`src/hdl/sdd_pkg.sv`:
```
package sdd_pkg;

    localparam int DECK_SIZE      = 52;
    localparam int CODE_W         = 6;
    localparam int RANKS_PER_SUIT = 13;
    localparam int SUIT_COUNT     = 4;

    // request codes
    localparam logic [1:0] REQ_BUILD   = 2'd0;
    localparam logic [1:0] REQ_SHUFFLE = 2'd1;
    localparam logic [1:0] REQ_DEAL    = 2'd2;

    typedef enum logic [1:0] {
        RD_POS,
        RD_J,
        RD_DEAL
    } rd_sel_t;

    typedef enum logic {
        WR_POS,
        WR_J
    } wr_sel_t;

    typedef struct packed {
        logic    load;
        logic    build;
        logic    div_step;
        logic    rd_en;
        rd_sel_t rd_sel;
        logic    wr_en;
        wr_sel_t wr_sel;
        logic    cap_a;
        logic    swap_end;
        logic    refuse;
    } cmd_t;

    typedef struct packed {
        logic div_done;
        logic k_zero;
        logic k_over;
        logic deal_end;
    } stat_t;

    function automatic logic [1:0] code_suit(input logic [CODE_W-1:0] code);
        logic [1:0] s;
        if (code >= CODE_W'(3 * RANKS_PER_SUIT))
            s = 2'd3;
        else if (code >= CODE_W'(2 * RANKS_PER_SUIT))
            s = 2'd2;
        else if (code >= CODE_W'(RANKS_PER_SUIT))
            s = 2'd1;
        else
            s = 2'd0;
        return s;
    endfunction

    function automatic logic [3:0] code_rank(input logic [CODE_W-1:0] code);
        logic [1:0]        s;
        logic [CODE_W-1:0] base;
        logic [CODE_W-1:0] r;
        s    = code_suit(code);
        base = CODE_W'(RANKS_PER_SUIT) * CODE_W'(s);
        r    = code - base + CODE_W'(1);
        return r[3:0];
    endfunction

endpackage

```
`src/hdl/sdd_ram.sv`:
```
module sdd_ram #(
    parameter int WIDTH = 6,
    parameter int DEPTH = 52
) (
    input  logic                     clk,
    input  logic                     we,
    input  logic [$clog2(DEPTH)-1:0] waddr,
    input  logic [WIDTH-1:0]         wdata,
    input  logic                     re,
    input  logic [$clog2(DEPTH)-1:0] raddr,
    output logic [WIDTH-1:0]         rdata
);

    logic [WIDTH-1:0] mem [DEPTH];

    always_ff @(posedge clk)
    begin
        if (we)
        begin
            mem[waddr] <= wdata;
        end
        if (re)
        begin
            rdata <= mem[raddr];
        end
    end

endmodule

```
`src/hdl/sdd_ctrl.sv`:
```
module sdd_ctrl (
    input  logic          clk,
    input  logic          rst_n,
    input  logic          start,
    input  logic [1:0]    req_type,
    input  sdd_pkg::stat_t stat,
    output sdd_pkg::cmd_t  cmd,
    output logic          busy
);

    import sdd_pkg::*;

    typedef enum logic [2:0] {
        ST_IDLE,
        ST_DIV,
        ST_RD_POS,
        ST_RD_J,
        ST_WR_POS,
        ST_WR_J,
        ST_DEAL_CHK,
        ST_DEAL
    } state_t;

    state_t state_reg;
    state_t state_next;

    always_comb
    begin
        cmd        = '0;
        cmd.rd_sel = RD_POS;
        cmd.wr_sel = WR_POS;
        state_next = state_reg;
        case (state_reg)
            ST_IDLE:
            begin
                if (start)
                begin
                    cmd.load = 1'b1;
                    case (req_type)
                        REQ_BUILD:   cmd.build  = 1'b1;
                        REQ_SHUFFLE: state_next = ST_DIV;
                        REQ_DEAL:    state_next = ST_DEAL_CHK;
                        default:     state_next = ST_IDLE;
                    endcase
                end
            end
            ST_DIV:
            begin
                cmd.div_step = 1'b1;
                if (stat.div_done)
                    state_next = ST_RD_POS;
            end
            ST_RD_POS:
            begin
                cmd.rd_en  = 1'b1;
                cmd.rd_sel = RD_POS;
                state_next = ST_RD_J;
            end
            ST_RD_J:
            begin
                cmd.rd_en  = 1'b1;
                cmd.rd_sel = RD_J;
                cmd.cap_a  = 1'b1;
                state_next = ST_WR_POS;
            end
            ST_WR_POS:
            begin
                cmd.wr_en  = 1'b1;
                cmd.wr_sel = WR_POS;
                state_next = ST_WR_J;
            end
            ST_WR_J:
            begin
                cmd.wr_en    = 1'b1;
                cmd.wr_sel   = WR_J;
                cmd.swap_end = 1'b1;
                state_next   = ST_IDLE;
            end
            ST_DEAL_CHK:
            begin
                if (stat.k_zero)
                    state_next = ST_IDLE;
                else if (stat.k_over)
                begin
                    cmd.refuse = 1'b1;
                    state_next = ST_IDLE;
                end
                else
                    state_next = ST_DEAL;
            end
            ST_DEAL:
            begin
                cmd.rd_en  = 1'b1;
                cmd.rd_sel = RD_DEAL;
                if (stat.deal_end)
                    state_next = ST_IDLE;
            end
            default:
                state_next = ST_IDLE;
        endcase
    end

    always_ff @(posedge clk or negedge rst_n)
    begin
        if (!rst_n)
            state_reg <= ST_IDLE;
        else
            state_reg <= state_next;
    end

    assign busy = (state_reg != ST_IDLE);

endmodule

```
`src/hdl/sdd_datapath.sv`:
```
module sdd_datapath #(
    parameter int RW = 16
) (
    input  logic          clk,
    input  logic          rst_n,
    input  logic [15:0]   rand_value,
    input  logic [5:0]    deal_count,
    input  sdd_pkg::cmd_t  cmd,
    output sdd_pkg::stat_t stat,
    output logic [1:0]    suit,
    output logic [3:0]    rank,
    output logic          last,
    output logic          refused,
    output logic          strobe
);

    import sdd_pkg::*;

    localparam int CNT_W = $clog2(RW);

    // divider: remainder of rand mod (pos + 1), one quotient bit per cycle
    logic [RW-1:0]     dvd_reg;
    logic [CODE_W-1:0] rem_reg;
    logic [CODE_W-1:0] rem_next;
    logic [CODE_W-1:0] dvs_reg;
    logic [CNT_W-1:0]  cnt_reg;
    logic [CODE_W:0]   rem_sh;

    logic [CODE_W-1:0] pos_reg;
    logic [CODE_W-1:0] dealt_reg;
    logic [CODE_W-1:0] k_reg;
    logic [CODE_W-1:0] n_reg;
    logic [CODE_W-1:0] a_reg;

    // entry valid bits; an unwritten entry holds its own index
    logic [DECK_SIZE-1:0] vld_reg;
    logic                 q_vld_reg;
    logic [CODE_W-1:0]    q_addr_reg;
    logic [CODE_W-1:0]    ram_q;
    logic [CODE_W-1:0]    entry;

    logic pend_vld_reg;
    logic pend_last_reg;

    logic [CODE_W-1:0] rd_addr;
    logic [CODE_W-1:0] wr_addr;
    logic [CODE_W-1:0] wr_data;
    logic              deal_rd;
    logic              deal_end;
    logic [CODE_W:0]   need;

    logic [1:0] suit_reg;
    logic [3:0] rank_reg;
    logic       last_reg;
    logic       refused_reg;
    logic       strobe_reg;

    assign rem_sh   = {rem_reg, dvd_reg[RW-1]};
    assign rem_next = (rem_sh >= {1'b0, dvs_reg}) ? CODE_W'(rem_sh - {1'b0, dvs_reg})
                                                  : rem_sh[CODE_W-1:0];

    assign entry = q_vld_reg ? ram_q : q_addr_reg;

    always_comb
    begin
        case (cmd.rd_sel)
            RD_POS:  rd_addr = pos_reg;
            RD_J:    rd_addr = rem_reg;
            RD_DEAL: rd_addr = dealt_reg + n_reg;
            default: rd_addr = pos_reg;
        endcase
    end

    assign wr_addr = (cmd.wr_sel == WR_J) ? rem_reg : pos_reg;
    assign wr_data = (cmd.wr_sel == WR_J) ? a_reg : entry;

    assign deal_rd  = cmd.rd_en && (cmd.rd_sel == RD_DEAL);
    assign deal_end = (n_reg == k_reg - CODE_W'(1));
    assign need     = {1'b0, k_reg} + {1'b0, dealt_reg};

    assign stat.div_done = (cnt_reg == CNT_W'(RW - 1));
    assign stat.k_zero   = (k_reg == '0);
    assign stat.k_over   = (need > (CODE_W + 1)'(DECK_SIZE));
    assign stat.deal_end = deal_end;

    sdd_ram #(
        .WIDTH (CODE_W),
        .DEPTH (DECK_SIZE)
    ) u_deck (
        .clk   (clk),
        .we    (cmd.wr_en),
        .waddr (wr_addr),
        .wdata (wr_data),
        .re    (cmd.rd_en),
        .raddr (rd_addr),
        .rdata (ram_q)
    );

    // payload
    always_ff @(posedge clk)
    begin
        if (cmd.load)
        begin
            dvd_reg <= rand_value[RW-1:0];
            rem_reg <= '0;
            dvs_reg <= pos_reg + CODE_W'(1);
            cnt_reg <= '0;
            k_reg   <= deal_count;
            n_reg   <= '0;
        end
        else
        begin
            if (cmd.div_step)
            begin
                dvd_reg <= {dvd_reg[RW-2:0], 1'b0};
                rem_reg <= rem_next;
                cnt_reg <= cnt_reg + CNT_W'(1);
            end
            if (deal_rd)
                n_reg <= n_reg + CODE_W'(1);
        end
        if (cmd.rd_en)
            q_addr_reg <= rd_addr;
        if (cmd.cap_a)
            a_reg <= entry;
        if (pend_vld_reg)
        begin
            suit_reg <= code_suit(entry);
            rank_reg <= code_rank(entry);
            last_reg <= pend_last_reg;
        end
        else if (cmd.refuse)
        begin
            suit_reg <= '0;
            rank_reg <= '0;
            last_reg <= 1'b1;
        end
        refused_reg <= cmd.refuse;
    end

    // control
    always_ff @(posedge clk or negedge rst_n)
    begin
        if (!rst_n)
        begin
            pos_reg       <= CODE_W'(DECK_SIZE - 1);
            dealt_reg     <= '0;
            vld_reg       <= '0;
            q_vld_reg     <= 1'b0;
            pend_vld_reg  <= 1'b0;
            pend_last_reg <= 1'b0;
            strobe_reg    <= 1'b0;
        end
        else
        begin
            if (cmd.build)
            begin
                vld_reg   <= '0;
                dealt_reg <= '0;
            end
            else
            begin
                if (cmd.wr_en)
                    vld_reg[wr_addr] <= 1'b1;
                if (cmd.swap_end)
                begin
                    dealt_reg <= '0;
                    pos_reg   <= (pos_reg == '0) ? CODE_W'(DECK_SIZE - 1)
                                                 : pos_reg - CODE_W'(1);
                end
                else if (deal_rd && deal_end)
                    dealt_reg <= dealt_reg + k_reg;
            end
            if (cmd.rd_en)
                q_vld_reg <= vld_reg[rd_addr];
            pend_vld_reg  <= deal_rd;
            pend_last_reg <= deal_rd && deal_end;
            strobe_reg    <= pend_vld_reg || cmd.refuse;
        end
    end

    assign suit    = suit_reg;
    assign rank    = rank_reg;
    assign last    = last_reg;
    assign refused = refused_reg;
    assign strobe  = strobe_reg;

endmodule

```
`src/hdl/shuffled_deck_dealer.sv`:
```
// Build: taken at the accepting edge; busy stays low.
// Shuffle step: busy after accept while the remainder unit takes one bit per cycle of the
//   RW = min(RAND_WIDTH, 16) low random bits, then for the single-port deck swap.
// Deal of k cards: check state, then one deck read per card; cards strobe one per cycle.
// Refused deal: one strobe from the check state. Results cannot be stalled by the receiver.
// Reset (rst_n low, async): sorted deck, dealt count 0, shuffle position 51, no strobe.
module shuffled_deck_dealer #(
    parameter int RAND_WIDTH = 16
) (
    input  logic        clk,
    input  logic        rst_n,
    input  logic        start,
    output logic        busy,
    input  logic [1:0]  req_type,
    input  logic [15:0] rand_value,
    input  logic [5:0]  deal_count,
    output logic [1:0]  suit,
    output logic [3:0]  rank,
    output logic        last,
    output logic        refused,
    output logic        strobe
);

    import sdd_pkg::*;

    // only the low bits of the 16-bit random word take part in the modulo
    localparam int RW = (RAND_WIDTH < 16) ? RAND_WIDTH : 16;

    cmd_t  cmd;
    stat_t stat;

    // Controller sequences each word: divide, then read pos / read j /
    // write pos / write j for a swap, or one deck read per dealt card.
    sdd_ctrl u_ctrl (
        .clk      (clk),
        .rst_n    (rst_n),
        .start    (start),
        .req_type (req_type),
        .stat     (stat),
        .cmd      (cmd),
        .busy     (busy)
    );

    // Datapath holds the deck RAM (with per-entry valid bits so that a build
    // is a single clear of the valid bits), the remainder unit, counters and result regs.
    sdd_datapath #(
        .RW (RW)
    ) u_dp (
        .clk        (clk),
        .rst_n      (rst_n),
        .rand_value (rand_value),
        .deal_count (deal_count),
        .cmd        (cmd),
        .stat       (stat),
        .suit       (suit),
        .rank       (rank),
        .last       (last),
        .refused    (refused),
        .strobe     (strobe)
    );

endmodule

```
`config.mk`:
```
export PLATFORM = sky130hd
export DESIGN_NAME = shuffled_deck_dealer
export DESIGN_NICKNAME = d
export VERILOG_FILES = /design/src/hdl/sdd_pkg.sv /design/src/hdl/sdd_ram.sv /design/src/hdl/sdd_ctrl.sv /design/src/hdl/sdd_datapath.sv /design/src/hdl/shuffled_deck_dealer.sv
export SDC_FILE = /design/constraint.sdc
export NUM_CORES = 1
export LEC_CHECK = 0
export BUFFER_PORTS_ARGS = -buffer_cell sky130_fd_sc_hd__buf_4
export CAP_MARGIN = 0
export CORE_ASPECT_RATIO = 2
export CORE_MARGIN = 10
export CORE_UTILIZATION = 51
export CTS_BUF_LIST = sky130_fd_sc_hd__clkbuf_4
export DETAILED_ROUTE_END_ITERATION = 7
export GPL_TIMING_DRIVEN = 0
export PLACE_DENSITY = 0.69
export SETUP_SLACK_MARGIN = 0.1
export SYNTH_ARGS = -nofsm -noshare
export SYNTH_HDL_FRONTEND = slang
export SYNTH_SLANG_ARGS = --single-unit
```
`constraint.sdc`:
```
create_clock -name clk -period 3.8 [get_ports clk]
set_input_delay 0.76 -clock clk [delete_from_list [all_inputs] [get_ports clk]]
set_output_delay 0.76 -clock clk [all_outputs]
set_load 0.005 [all_outputs]
```
Word level (Yosys, flattened, before mapping) --
Memories as Yosys holds them, arrays and structs flattened. A register that Yosys moved wholly into a read port is not among the register bits. Cells that the tools add are included. Widths: inputs -> output; s select.
Cells by class: add/sub/neg operators 11, multiply operators 1, magnitude comparators 8, equality and inequality tests 17, muxes and demuxes 47, bitwise operators 2, reduce and logical (&&, ||, !) cells 15
Operators with widths (count):
- $mux 52 | 2
- $or 52x52->52 | 1
- $mux 6 | 8
- $mux 16 | 2
- $pmux 3 s8 | 1
- $pmux 3 s3 | 2
- $mux 3 | 5
- $lt 6x7->1 const B | 2
- $mux 1 | 14
- $mux 2 | 7
- $add 6x1->6 const B | 2
- $add 6x6->6 | 2
- $eq 3x3->1 const B | 4
- $logic_not 6->1 | 2
- $pmux 6 s2 | 1
- $sub 6x1->6 const B | 2
- $add 4x1->4 const B | 2
- $mux 4 | 2
- $add 6x6->7 | 1
- $ge 7x6->1 | 1
- $gt 7x6->1 const B | 1
- $bmux 1 s6 | 1
- $demux 1 s6 | 1
- $eq 3x2->1 const B | 2
- other kinds (24) | 33
Storage, ports and cells: bits in registers 135, memory bits (writable) 312, input bits 27, memories kept 1
Memories:
- u_dp.u_deck.mem | words 52, bits a word 6, read ports 1, clocked after Yosys merged registers in 1, wr ports 1, line sdd_ram.sv:14 | logic [WIDTH-1:0] mem [DEPTH];

Longest topological paths before layout --
Gate-level depths: netlist of the first run.
depth after elaboration 10, depth in mapped cells 15, depth with buffers taken out 14

Cells and area by module --
A second synthesis of the first run with hierarchy kept.
Unflattened totals: cell total of the unflattened synthesis 1308, area, all modules 19806.5 um^2
Modules (own cells, without submodules):
- sdd_ram | instances 1, cells each 604, area each 12458.2 um^2, sequential area each 9549.2 um^2
- sdd_datapath | instances 1, cells each 663, area each 7035.5 um^2, sequential area each 3458.3 um^2
- sdd_ctrl | instances 1, cells each 41, area each 312.8 um^2, sequential area each 75.1 um^2

Worst setup path after synthesis of the first run --
OpenSTA, ideal clock, no wires.
path kind register to register, from register u_ctrl.state_reg[2], to memory u_dp.u_deck.mem[0][2], data pin, data arrival time 3011 ps, required time 3316 ps, slack 304 ps, stages on the path, launching flop included 8, buffers on the path 3, period minus slack after synthesis 3496 ps, cells stage by stage dfrtp_1 buf_2 and2b_1 nand2_1 clkbuf_1 buf_1 nor2_1 a21oi_1
Between the ends: longest elaborated chain between the ends 3
Ends and longest elaborated chain:
- from (decl) | line sdd_ctrl.sv:24 | state_t state_reg;
- from (signal assigned) | line sdd_ctrl.sv:108 | state_reg <= state_next;
- $eq 3x3->1 | line sdd_ctrl.sv:33 | case (state_reg)
- $pmux 2 s2 (*) | line sdd_ctrl.sv:33
- $mux 6 (*) | line sdd_datapath.sv:75 | assign wr_data = (cmd.wr_sel == WR_J) ? a_reg : entry;
- named net u_dp.u_deck.wdata[2] | line sdd_ram.sv:8 | input logic [WIDTH-1:0] wdata,
- to (decl) | line sdd_ram.sv:14
The timed path passes the listed nets; every way through them passes the cells marked *.

Final worst setup path of the first run --
from register u_dp.dealt_reg[0], to register u_dp.u_deck.rdata[0], read port of u_dp.u_deck.mem, data pin
Between the ends: longest elaborated chain between the ends 2
Ends and longest elaborated chain:
- from (decl) | line sdd_datapath.sv:30 | logic [CODE_W-1:0] dealt_reg;
- from (signal assigned) | line sdd_datapath.sv:172 | dealt_reg <= dealt_reg + k_reg;
- $add 6x6->6 | line sdd_datapath.sv:69 | RD_DEAL: rd_addr = dealt_reg + n_reg;
- $pmux 6 s2 | line sdd_datapath.sv:66 | case (cmd.rd_sel)
- to (decl) | line sdd_ram.sv:11 | output logic [WIDTH-1:0] rdata
Every way passes these cells. A chain may end at the register's enable or synchronous reset.

==> summary.txt, run 1 <==
Critical path
  – Worst path max stage delay: approximately 0.66 ns
  – Required time worst endpoint: 4.34 ns
  – Worst path slowest cell: a2111oi_0
  – CP delay by family, top: compound AO/OA/AOI/OAI gates
  – CP arrival: ~4.3 ns
  – CP Cell Sequence: ha_1 -> fa_1 -> mux2i_1 -> mux2_4 -> buf_6 -> clkinv_2 -> buf_4 -> buf_4 -> a31oi_1 -> a2111oi_0 -> nor3_1 -> a2bb2oi_1
  – Crit Path Category: flop to flop
  – Crit path buffers/inverters: 4
  – CP max FO: 10
  – Crit path top cell by count: buf_4
  – Worst setup EP type: flop
  – CP Launch Type: flop

Worst hold path
  – Worst hold path class: input port to async pin

STA
  – Fmax: 0.266 GHz
  – Minimum clock period: roughly 3.8 ns
  – Fin crit share: between 90% and 100%
  – Final Max Tran Viols: 0
  – Worst-Margin Slew: 1.21 ns
  – Fin Clk Skew: 0.0492 ns
  – Fin. Hold Viols: 0
  – RSZ-0062 raised after global routing: yes
  – Setup_tns: 0 ns
  – Max-slew headroom: 18.6%
  – Final setup vio count: 0

Clock tree
  – Max H-tree Level: 3
  – Clk Latency, worst-skew pair: 0.81 ns
  – Hold-fix buffers, CTS: 0
  – Clk buf depth: 3
  – Clock Sinks: 453
  – Clock transition at the registers of the reported paths: approximately 0.08 ns
  – CTS tree: built
  – TritonCTS Buffers: 92
  – CTS root buffer: clkbuf_4

Route
  – Residual DRC count: 0
  – Via count: roughly 13000
  – DR iter-0 viols: 1148
  – Final wirelength: 56.6 mm
  – Drt via density: 5.82
  – DRT Pass-1 Iters: 6
  – Final ANT Viol Nets: 0
  – Drt wl/cell: 24.6 microns

Floorplan
  – Core area: 38500 sq um
  – Row count: 102
  – Die Ht: approximately 300 microns
  – Ports: 37
  – Initial Utilization: 51.5%
  – Die Area: 47700 sq um
  – Die width: 159 microns

Synth
  – Number of synthesized flops with an enable pin: 365
  – Syn Area/Cell: 12.7 sq um
  – Synthesized cell area: approximately 20000 sq um
  – Syn Nets: 1619
  – Ys async rst share: 15.7%
  – Warnings from Yosys: 0
  – Yosys reg bits: about 450
  – Largest cells by area after synthesis: edfxtp_1 55%, dfrtp_1 8.4%, nand2_1 5.6%
  – Cell taking the most area after synthesis: edfxtp_1
  – Cell count after synthesis: 1560
  – Yosys cell types: 69
  – Sequential element share of the synthesized area: about 66%
  – Top-area cell type share of the netlist area: approximately 55%
  – Post-synth top flop: edfxtp_1

Final layout
  – Fraction of layout instances using a drive strength above 1: 19.5%
  – Fillers: roughly 3300
  – Cell area after layout: 22500 sq um
  – Largest register FFs: 312
  – Most common cell after layout, fill and taps aside: edfxtp_1
  – Final net count: roughly 1800
  – P&R area growth vs syn: 13.6%
  – Most frequent cells in the layout: 365 x edfxtp_1, 294 x nand2_1, 137 x clkbuf_4, 96 x nor2_1, 66 x dfrtp_1

GRT
  – Vias in the first global route: roughly 14000
  – Overflow after GRT: 0
  – First-pass GRT wire length: 84.4 mm
  – Total GRT Usage: around a quarter
  – Largest net degree at the start of global routing: roughly 70
  – Initial antenna violation count: 1

Place
  – Placed wire-length estimate: ~40 mm
  – GPL Wtd Cong: roughly 1.0
  – Port bufs: 36
  – DP Area: roughly 21000 sq um

Power and ir drop
  – Cell area power density: ~890 nW/um^2
  – Peak VDD IR: between 0.0004 and 0.0005 V
  – Pleak: approximately 0.0086 uW

Outcome
  – Status: finished clean

Run
  – Max-cap violations: 0
==> stage by stage <==
step / std cells / util [%] / total power (uW) / hold WS, ns / setup WS, ns
global placement: 2116 / 53.9 / 15500 / 0.469 / -2.70
finish: 2298 / 58.5 / 20100 / 0.128 / 0.0457
CTS: 2293 / 58.0 / 19900 / 0.0862 / 0.0821
floorplan: 1560 / - / 12500 / 0.453 / 0.304
global route: 2298 / 58.5 / 21100 / 0.0910 / -0.000205
detailed placement: 2122 / 54.4 / 16000 / 0.478 / -0.745
==> metal layers <==
layer | vias up | global-route usage [%] | share of wire [%]
met3 | 177 | 4.08 | 5.6
met1 | 6567 | 21.4 | 31
li1 | 6087 | - | -
met5 | - | 0 | 0
met4 | 0 | 17.0 | 6.9
met2 | 547 | 45.3 | 57
==> logic make-up after synthesis <==
family | synth area share, %
AOI/OAI and AO/OA | 9.48
xor gates and xnor gates | 1.46
adders and majority gates | 2.17
buffers and inverters | 2.95
DFF | 65.9
muxes | 5.74
and+or+nand+nor | 12.3
==> final timing paths <==
kind	cells after the start	slack (ns)	startpoint	end
max	12	0.05	u_dp.dealt_reg[0]	u_dp.u_deck.rdata[0]
min	1	0.13	rst_n	u_dp.pos_reg[2]
max in group asynchronous	1	2.95	rst_n	u_dp.q_vld_reg
min reg2reg	1	0.50	u_dp.vld_reg[51]	u_dp.vld_reg[51]
max reg2reg	12	0.05	u_dp.dealt_reg[0]	u_dp.u_deck.rdata[0]
min in group clk	1	0.15	deal_count[4]	u_dp.k_reg[4]
==> final cells by class <==
class                   count  area [sq um]  area share [%]
diodes                      1          2.50          0.0111
plain buffers              82           464            2.06
clock buffers             134          1010            4.46
clock inverters            38           269            1.19
inverters                  37           140           0.622
multi-input cells         986          6490            28.8
flip-flops and latches    453         13100            58.1
well taps                 520           651            2.89
repair buffers             47           428            1.90
==> cells in the mapped netlist, drive strengths merged, types with 20 or more instances <==
| master | number |
|---|---|
| and3 | 50 |
| mux2 | 28 |
| ha | 28 |
| a31oi | 23 |
| nor2 | 101 |
| mux2i | 65 |
| inv | 34 |
| dfrtp | 67 |
| a311oi | 20 |
| edfxtp | 365 |
| a21oi | 53 |
| clkbuf | 27 |
| nand3 | 42 |
| buf | 57 |
| nand2 | 294 |
| nor3 | 24 |
| o21a | 53 |
==> worst register-to-register path, stage by stage (launching register included) <==
cell and delay [ns]:
dfrtp_1 0.41, ha_1 0.22, fa_1 0.52, mux2i_1 0.08, mux2_4 0.34, buf_6 0.19, clkinv_2 0.16, buf_4 0.23
buf_4 0.25, a31oi_1 0.15, a2111oi_0 0.66, nor3_1 0.12, a2bb2oi_1 0.17
==> where the power goes <==
part / internal [uW] / leakage (uW) / switching, uW
clock: 1910 / 0.000751 / 1840
combinational: 3050 / 0.00345 / 6150
sequential: 6840 / 0.00441 / 336
==> timing repair <==
action,4_1_cts,5_1_grt
resized for setup,30,33
buffers inserted,1,4
pin swaps,1,3
endpoints found under the setup margin,75,66
Power figures use the tool's default switching activity.
==> run 2: changes to the inputs <==
- ABC_AREA: not set -> 1
- CORE_ASPECT_RATIO: 2 -> not set
- clock period: 3.8 -> 4.7 ns (I/O delays scaled with it)
==> run 2 against run 1 <==
Net effect:
- worst setup slack gained 0.72 ns
- critical path depth grew 1
- non-clock buffer count grew 6
- clock skew grew 0.016 ns
- cell count grew 16%
- maximum frequency shrank 4.6%
- hold slack gained 0.18 ns
- critical path type unchanged
- largest cell class unchanged
==> summary.txt, run 2 <==
Outcome
  – Status: finished clean (unchanged)

GRT
  – Overflow after GRT: 0 (unchanged)
  – Vias in the first global route: 14500 (was 14100)
  – Met3 Use GR: 6.88% (was 4.08%)
  – GR Util met2: 34.3% (was 45.3%)
  – Met1 Resource Use GR: 29.2% (was 21.4%)
  – Largest net degree at the start of global routing: 72 (unchanged)
  – Initial antenna violation count: 2 (was 1)
  – Busiest grt layer: met2 (unchanged)
  – First-pass GRT wire length: 81.9 mm (was 84.4 mm)
  – Total GRT Usage: 22.5% (was 23.5%)

Final layout
  – Final net count: 2111 (was 1758)
  – Final core occ: 58.3% (was 58.5%)
  – Most frequent cells in the layout: 384 x nor2_1, 365 x edfxtp_1, 189 x nand2_1, 184 x o21ai_0, 162 x clkbuf_4 (was 365 x edfxtp_1, 294 x nand2_1, 137 x clkbuf_4, 96 x nor2_1, 66 x dfrtp_1)
  – P&R area growth vs syn: 12.8% (was 13.6%)
  – Most common cell after layout, fill and taps aside: nor2_1 (was edfxtp_1)
  – Largest register FFs: 312 (unchanged)
  – Fraction of layout instances using a drive strength above 1: 15.8% (was 19.5%)

STA
  – Max-slew headroom: 21.4% (was 18.6%)
  – RSZ-0062 raised after global routing: no (was yes)
  – Worst hold slack: 0.310 ns (was 0.128 ns)
  – Fin. Hold Viols: 0 (unchanged)
  – Final setup vio count: 0 (unchanged)
  – Fmax: 0.254 GHz (was 0.266 GHz)
  – Fin crit share: 83.7% (was 98.8%)
  – Worst-Margin Slew: 1.17 ns (was 1.21 ns)
  – Final Max Tran Viols: 0 (unchanged)
  – Setup_tns: 0 ns (unchanged)
  – Minimum clock period: 3.94 ns (was 3.75 ns)
  – Fin Clk Skew: 0.0653 ns (was 0.0492 ns)

Route
  – Via count: 15000 (was 13400)
  – Residual DRC count: 0 (unchanged)
  – Drt wl/cell: 20.3 microns (was 24.6 microns)
  – Final ANT Viol Nets: 0 (unchanged)
  – DRT Pass-1 Iters: 7 (was 6)
  – Final wirelength: 54.1 mm (was 56.6 mm)
  – DR iter-0 viols: 1539 (was 1148)
  – Drt via density: 5.65 (was 5.82)

Synth
  – Ys async rst share: 15.7% (unchanged)
  – Cell taking the most area after synthesis: edfxtp_1 (unchanged)
  – Yosys cell types: 44 (was 69)
  – Cell count after synthesis: 1892 (was 1560)
  – Top-area cell type share of the netlist area: 54.6% (was 55.2%)
  – Syn Nets: 1951 (was 1619)
  – Syn Area/Cell: 10.6 sq um (was 12.7 sq um)
  – Number of synthesized flops with an enable pin: 365 (unchanged)
  – Largest cells by area after synthesis: edfxtp_1 55%, dfrtp_1 8.4%, nor2_1 7.2% (was edfxtp_1 55%, dfrtp_1 8.4%, nand2_1 5.6%)
  – Top cells by count, synth: 384 x nor2_1, 365 x edfxtp_1, 190 x nand2_1 (was 365 x edfxtp_1, 294 x nand2_1, 101 x nor2_1)
  – Sequential element share of the synthesized area: 65.2% (was 65.9%)
  – Post-synth top flop: edfxtp_1 (unchanged)
  – Dominant cell by count in the synthesized netlist: nor2_1 (was edfxtp_1)
  – Yosys reg bits: 453 (unchanged)
  – Warnings from Yosys: 0 (unchanged)
  – Synthesized cell area: 20100 sq um (was 19800 sq um)

Critical path
  – CP delay by family, top: simple AND/OR/NAND/NOR gates (was compound AO/OA/AOI/OAI gates)
  – Crit Path Category: flop to flop (unchanged)
  – Required time worst endpoint: 5.38 ns (was 4.34 ns)
  – Crit path buffers/inverters: 2 (was 4)
  – Worst setup EP type: flop (unchanged)
  – CP arrival: 4.62 ns (was 4.29 ns)
  – Worst path max stage delay: 0.51 ns (was 0.66 ns)
  – Crit path top cell by count: nand3_1 (was buf_4)
  – R2R depth: 13 (was 12)
  – CP Cell Sequence: ha_1 -> fa_1 -> xnor2_1 -> nand2_1 -> o21ai_0 -> nor2_2 -> clkinv_1 -> clkbuf_1 -> o211ai_1 -> nand3_1 -> nand3_1 -> nand3_1 -> nand2_1 (was ha_1 -> fa_1 -> mux2i_1 -> mux2_4 -> buf_6 -> clkinv_2 -> buf_4 -> buf_4 -> a31oi_1 -> a2111oi_0 -> nor3_1 -> a2bb2oi_1)
  – Worst R2R Setup Slack: 0.76 ns (was 0.05 ns)
  – CP max FO: 10 (unchanged)
  – CP Launch Type: flop (unchanged)
  – Worst path slowest cell: clkbuf_1 (was a2111oi_0)
  – Stages on the worst setup path: 13 (was 12)

Clock tree
  – Hold-fix buffers, CTS: 0 (unchanged)
  – Max H-tree Level: 3 (unchanged)
  – CTS tree: built (unchanged)
  – TritonCTS Buffers: 116 (was 92)
  – Clk Latency, worst-skew pair: 0.84 ns (was 0.81 ns)
  – Post-CTS Setup Inserts: 0 (was 1)
  – Clock Sinks: 453 (unchanged)
  – Clock transition at the registers of the reported paths: 0.07 ns (was 0.08 ns)
  – Resized Gates After CTS: 0 (was 30)
  – CTS root buffer: clkbuf_4 (unchanged)
  – Clk buf depth: 3 (unchanged)

Place
  – GPL Wtd Cong: 0.964 (was 1.00)
  – Placed wire-length estimate: 37.7 mm (was 41.2 mm)
  – Port bufs: 36 (unchanged)

Run
  – Max-cap violations: 0 (unchanged)

Floorplan
  – Initial Utilization: 51.7% (was 51.5%)
  – Die Area: 47700 sq um (about the same)
  – Row count: 72 (was 102)
  – Ports: 37 (unchanged)
  – Die Ht: 218 microns (was 299 microns)
  – Core area: 38800 sq um (was 38500 sq um)
  – Die width: 218 microns (was 159 microns)

Worst hold path
  – Worst hold path class: input port to async pin (unchanged)
## run 2: path summary, 6_finish.rpt
path                                        start              endpoint
min in group clk                    deal_count[3]         u_dp.k_reg[3]
max in group asynchronous                   rst_n      u_dp.vld_reg[48]
worst max register to register  u_dp.dealt_reg[0]  u_dp.u_deck.rdata[4]
worst min register to register    u_dp.cnt_reg[0]       u_dp.cnt_reg[0]
worst max-delay path            u_dp.dealt_reg[0]  u_dp.u_deck.rdata[4]
worst min-delay path                        rst_n      u_dp.vld_reg[23]
## run 2: per-layer routing
metal / wire (microns) / part of all wire (%) / vias up
met5: 13 / 0.024 / -
met3: 5620 / 10 / 184
met1: 22000 / 41 / 7195
met4: 2040 / 3.8 / 2
li1: - / - / 6915
met2: 24500 / 45 / 738
## run 2: kinds of logic (layout without fill, tap and decap cells)
logic type,count (synthesis),in the layout,share of synthesized area [%]
AO/OA/AOI/OAI,315,315,8.99
XOR/XNOR,27,27,1.18
adder cells (fa/ha/maj),32,32,2.14
buffers and inverters,255,505,5.02
flip-flops,453,453,65.2
other,0,1,0
AND/OR/NAND/NOR,810,810,17.5
## run 2: area by class of cell
class / count / area [sq um]
clock buffer: 162 / 1220
fill: 3275 / 16200
sequential: 453 / 13100
timing repair buffer: 42 / 390
clock inverter: 46 / 244
inverter: 162 / 608
antenna: 1 / 2.50
tap: 518 / 648
multi-input combinational: 1184 / 6040
buffer: 93 / 400
## run 2: through the flow
step / std cells / instance area (sq um) / setup slack, ns
after CTS: 2660 / 22600 / 0.976
after global placement: 2446 / 21000 / -2.76
after floorplan: 1892 / 20100 / 1.17
after detailed placement: 2452 / 21200 / 0.989
after global routing: 2661 / 22600 / 0.690
final: 2661 / 22600 / 0.765
Power of run 2 is left out: the tool's default activity adds up to more than one toggle a clock period on the data nets, which glitch-free logic cannot reach.
==> run 3: changes to the inputs <==
- ABC_AREA: 1 -> 0
- clock period: 4.7 -> 4 ns (I/O delays scaled with it)
==> run 3 against run 2 <==
Net effect:
- register-to-register slack lost 0.64 ns
- cell count shrank 13%
- via count shrank 11%
- worst setup slack lost 0.64 ns
- utilization grew 0.19 points
- non-clock buffer count shrank 12
- largest cell class unchanged
- highest routed layer is now met4
==> summary.txt, run 3 (synthesized netlist as in run 1, its figures left out) <==
Clock tree
  – Clock transition at the registers of the reported paths: 0.08 ns (was 0.07 ns)
  – Max H-tree Level: 3 (unchanged)
  – Post-CTS Setup Inserts: 0 (unchanged)
  – CTS tree: built (unchanged)
  – Clk buf depth: 3 (unchanged)
  – Clk Latency, worst-skew pair: 0.82 ns (was 0.84 ns)
  – Clock Sinks: 453 (unchanged)
  – CTS root buffer: clkbuf_4 (unchanged)
  – TritonCTS Buffers: 112 (was 116)
  – Hold-fix buffers, CTS: 0 (unchanged)

Critical path
  – CP Launch Type: flop (unchanged)
  – Required time worst endpoint: 4.54 ns (was 5.38 ns)
  – Worst R2R Setup Slack: 0.13 ns (was 0.76 ns)
  – Worst path slowest cell: a2111oi_2 (was clkbuf_1)
  – Setup crit end: u_dp.u_deck.rdata[2] (was u_dp.u_deck.rdata[4])
  – Crit Path Category: flop to flop (unchanged)
  – Worst path max stage delay: 0.67 ns (was 0.51 ns)
  – Crit path from: u_dp.dealt_reg[0] (unchanged)
  – CP Cell Sequence: ha_1 -> fa_1 -> mux2i_1 -> mux2_4 -> buf_6 -> clkinv_2 -> buf_4 -> buf_2 -> a31oi_1 -> a2111oi_2 -> nor3_1 -> a2bb2oi_1 (was ha_1 -> fa_1 -> xnor2_1 -> nand2_1 -> o21ai_0 -> nor2_2 -> clkinv_1 -> clkbuf_1 -> o211ai_1 -> nand3_1 -> nand3_1 -> nand3_1 -> nand2_1)
  – CP arrival: 4.41 ns (was 4.62 ns)
  – RR Endpoint: u_dp.u_deck.rdata[2] (was u_dp.u_deck.rdata[4])
  – Worst setup EP type: flop (unchanged)
  – CP max FO: 10 (unchanged)
  – R2R Path Start: u_dp.dealt_reg[0] (unchanged)
  – R2R depth: 12 (was 13)

Final layout
  – Largest register FFs: 312 (unchanged)
  – Most common cell after layout, fill and taps aside: edfxtp_1 (was nor2_1)
  – Cell area after layout: 22600 sq um (about the same)
  – P&R area growth vs syn: 13.7% (was 12.8%)
  – Most frequent cells in the layout: 365 x edfxtp_1, 294 x nand2_1, 172 x clkbuf_4, 97 x nor2_1, 67 x dfrtp_1 (was 384 x nor2_1, 365 x edfxtp_1, 189 x nand2_1, 184 x o21ai_0, 162 x clkbuf_4)
  – Fillers: 3192 (was 3275)
  – Fraction of layout instances using a drive strength above 1: 19.8% (was 15.8%)
  – Final net count: 1772 (was 2111)

Floorplan
  – Core area: 38600 sq um (was 38800 sq um)
  – Die width: 217 microns (was 218 microns)
  – Ports: 37 (unchanged)
  – Initial Utilization: 51.5% (was 51.7%)
  – Die Area: 47200 sq um (was 47700 sq um)
  – Row count: 72 (unchanged)
  – Die Ht: 217 microns (was 218 microns)

GRT
  – Initial antenna violation count: 1 (was 2)
  – Vias in the first global route: 13800 (was 14500)
  – Overflow after GRT: 0 (unchanged)
  – Total GRT Usage: 21.6% (was 22.5%)
  – First-pass GRT wire length: 78.2 mm (was 81.9 mm)
  – Largest net degree at the start of global routing: 72 (unchanged)

Route
  – DRT Pass-1 Iters: 5 (was 7)
  – Via count: 13400 (was 15000)
  – Residual DRC count: 0 (unchanged)
  – Final wirelength: 51.1 mm (was 54.1 mm)
  – Drt wl/cell: 22.0 microns (was 20.3 microns)
  – Drt via density: 5.79 (was 5.65)
  – Final ANT Viol Nets: 0 (unchanged)
  – DR iter-0 viols: 1315 (was 1539)

STA
  – Fin. Hold Viols: 0 (unchanged)
  – Final setup vio count: 0 (unchanged)
  – Fin Clk Skew: 0.0575 ns (was 0.0653 ns)
  – Worst hold slack: 0.164 ns (was 0.310 ns)
  – Max-slew headroom: 19.3% (was 21.4%)
  – Worst-Margin Slew: 1.21 ns (was 1.17 ns)
  – RSZ-0062 raised after global routing: yes (was no)
  – Fmax: 0.258 GHz (was 0.254 GHz)
  – Minimum clock period: 3.87 ns (was 3.94 ns)
  – Fin crit share: 96.8% (was 83.7%)
  – Final Max Tran Viols: 0 (unchanged)

Power and ir drop
  – Cell area power density: around 840 nW/um^2
  – Pleak: 0.00869 uW
  – Peak VDD IR: roughly 0.00044 V
  – Total Power: about 19000 uW

Worst hold path
  – Worst hold path class: input port to async pin (unchanged)

Place
  – GPL Wtd Cong: 0.964 (about the same)
  – DP Area: 21000 sq um (was 21200 sq um)
  – Placed wire-length estimate: 34.7 mm (was 37.7 mm)
  – Port bufs: 36 (unchanged)

Outcome
  – Status: finished clean (unchanged)

Run
  – Max-cap violations: 0 (unchanged)
run 3: how the worst min path moves through the flow:
stage                           startpoint               end  cells after the start
final                                rst_n  u_dp.vld_reg[48]                      1
after global routing         deal_count[0]     u_dp.k_reg[0]                      1
after CTS                    deal_count[2]     u_dp.k_reg[2]                      1
after detailed placement  u_dp.vld_reg[50]  u_dp.vld_reg[50]                      1
after global placement     u_dp.cnt_reg[1]   u_dp.cnt_reg[1]                      2
after floorplan            u_dp.cnt_reg[1]   u_dp.cnt_reg[1]                      2
run 3: cell type report:
type                    count  area, sq um  share of cell area, %
clock inverters            34          138                  0.610
clock buffers             172         1290                   5.73
flip-flops and latches    453        13100                   58.0
plain buffers              81          443                   1.96
multi-input cells         986         6410                   28.4
well taps                 518          648                   2.87
diodes                      1         2.50                 0.0111
inverters                  37          140                  0.621
repair buffers             42          398                   1.76
run 3: critical path, delay by kind of cell (launching register included):
kind            cells  cell delay, ns
compound gates      3            1.00
fa+ha+maj           2            0.75
buf+inv             4            0.87
flops               1            0.41
mux                 2            0.38
simple gates        1            0.20
run 3: where the power goes:
group	switching [uW]	internal [uW]	leakage [uW]
combinational	5460	2800	0.00340
sequential	295	6500	0.00441
clock	1850	1960	0.000874
run 3: stage by stage:
stage | TNS (ns) | instances | util [%] | setup WS, ns
global route | 0 | 2324 | 58.5 | 0.0649
global placement | -619.48 | 2114 | 53.8 | -2.34
finish | 0 | 2324 | 58.5 | 0.126
floorplan | 0 | 1560 | - | 0.504
detailed placement | -3.25 | 2120 | 54.3 | -0.422
CTS | 0 | 2324 | 58.2 | 0.0730
run 3: repair_timing:
action | in CTS | in global routing
resized for setup | 23 | 22
pin swaps | 0 | 0
setup endpoints to repair | 58 | 150
run 3: metal layers:
metal	GRT usage, %	routed length, microns
met5	0	0
met4	9.28	1630
met3	5.31	4080
met2	35.3	24700
met1	26.9	20700
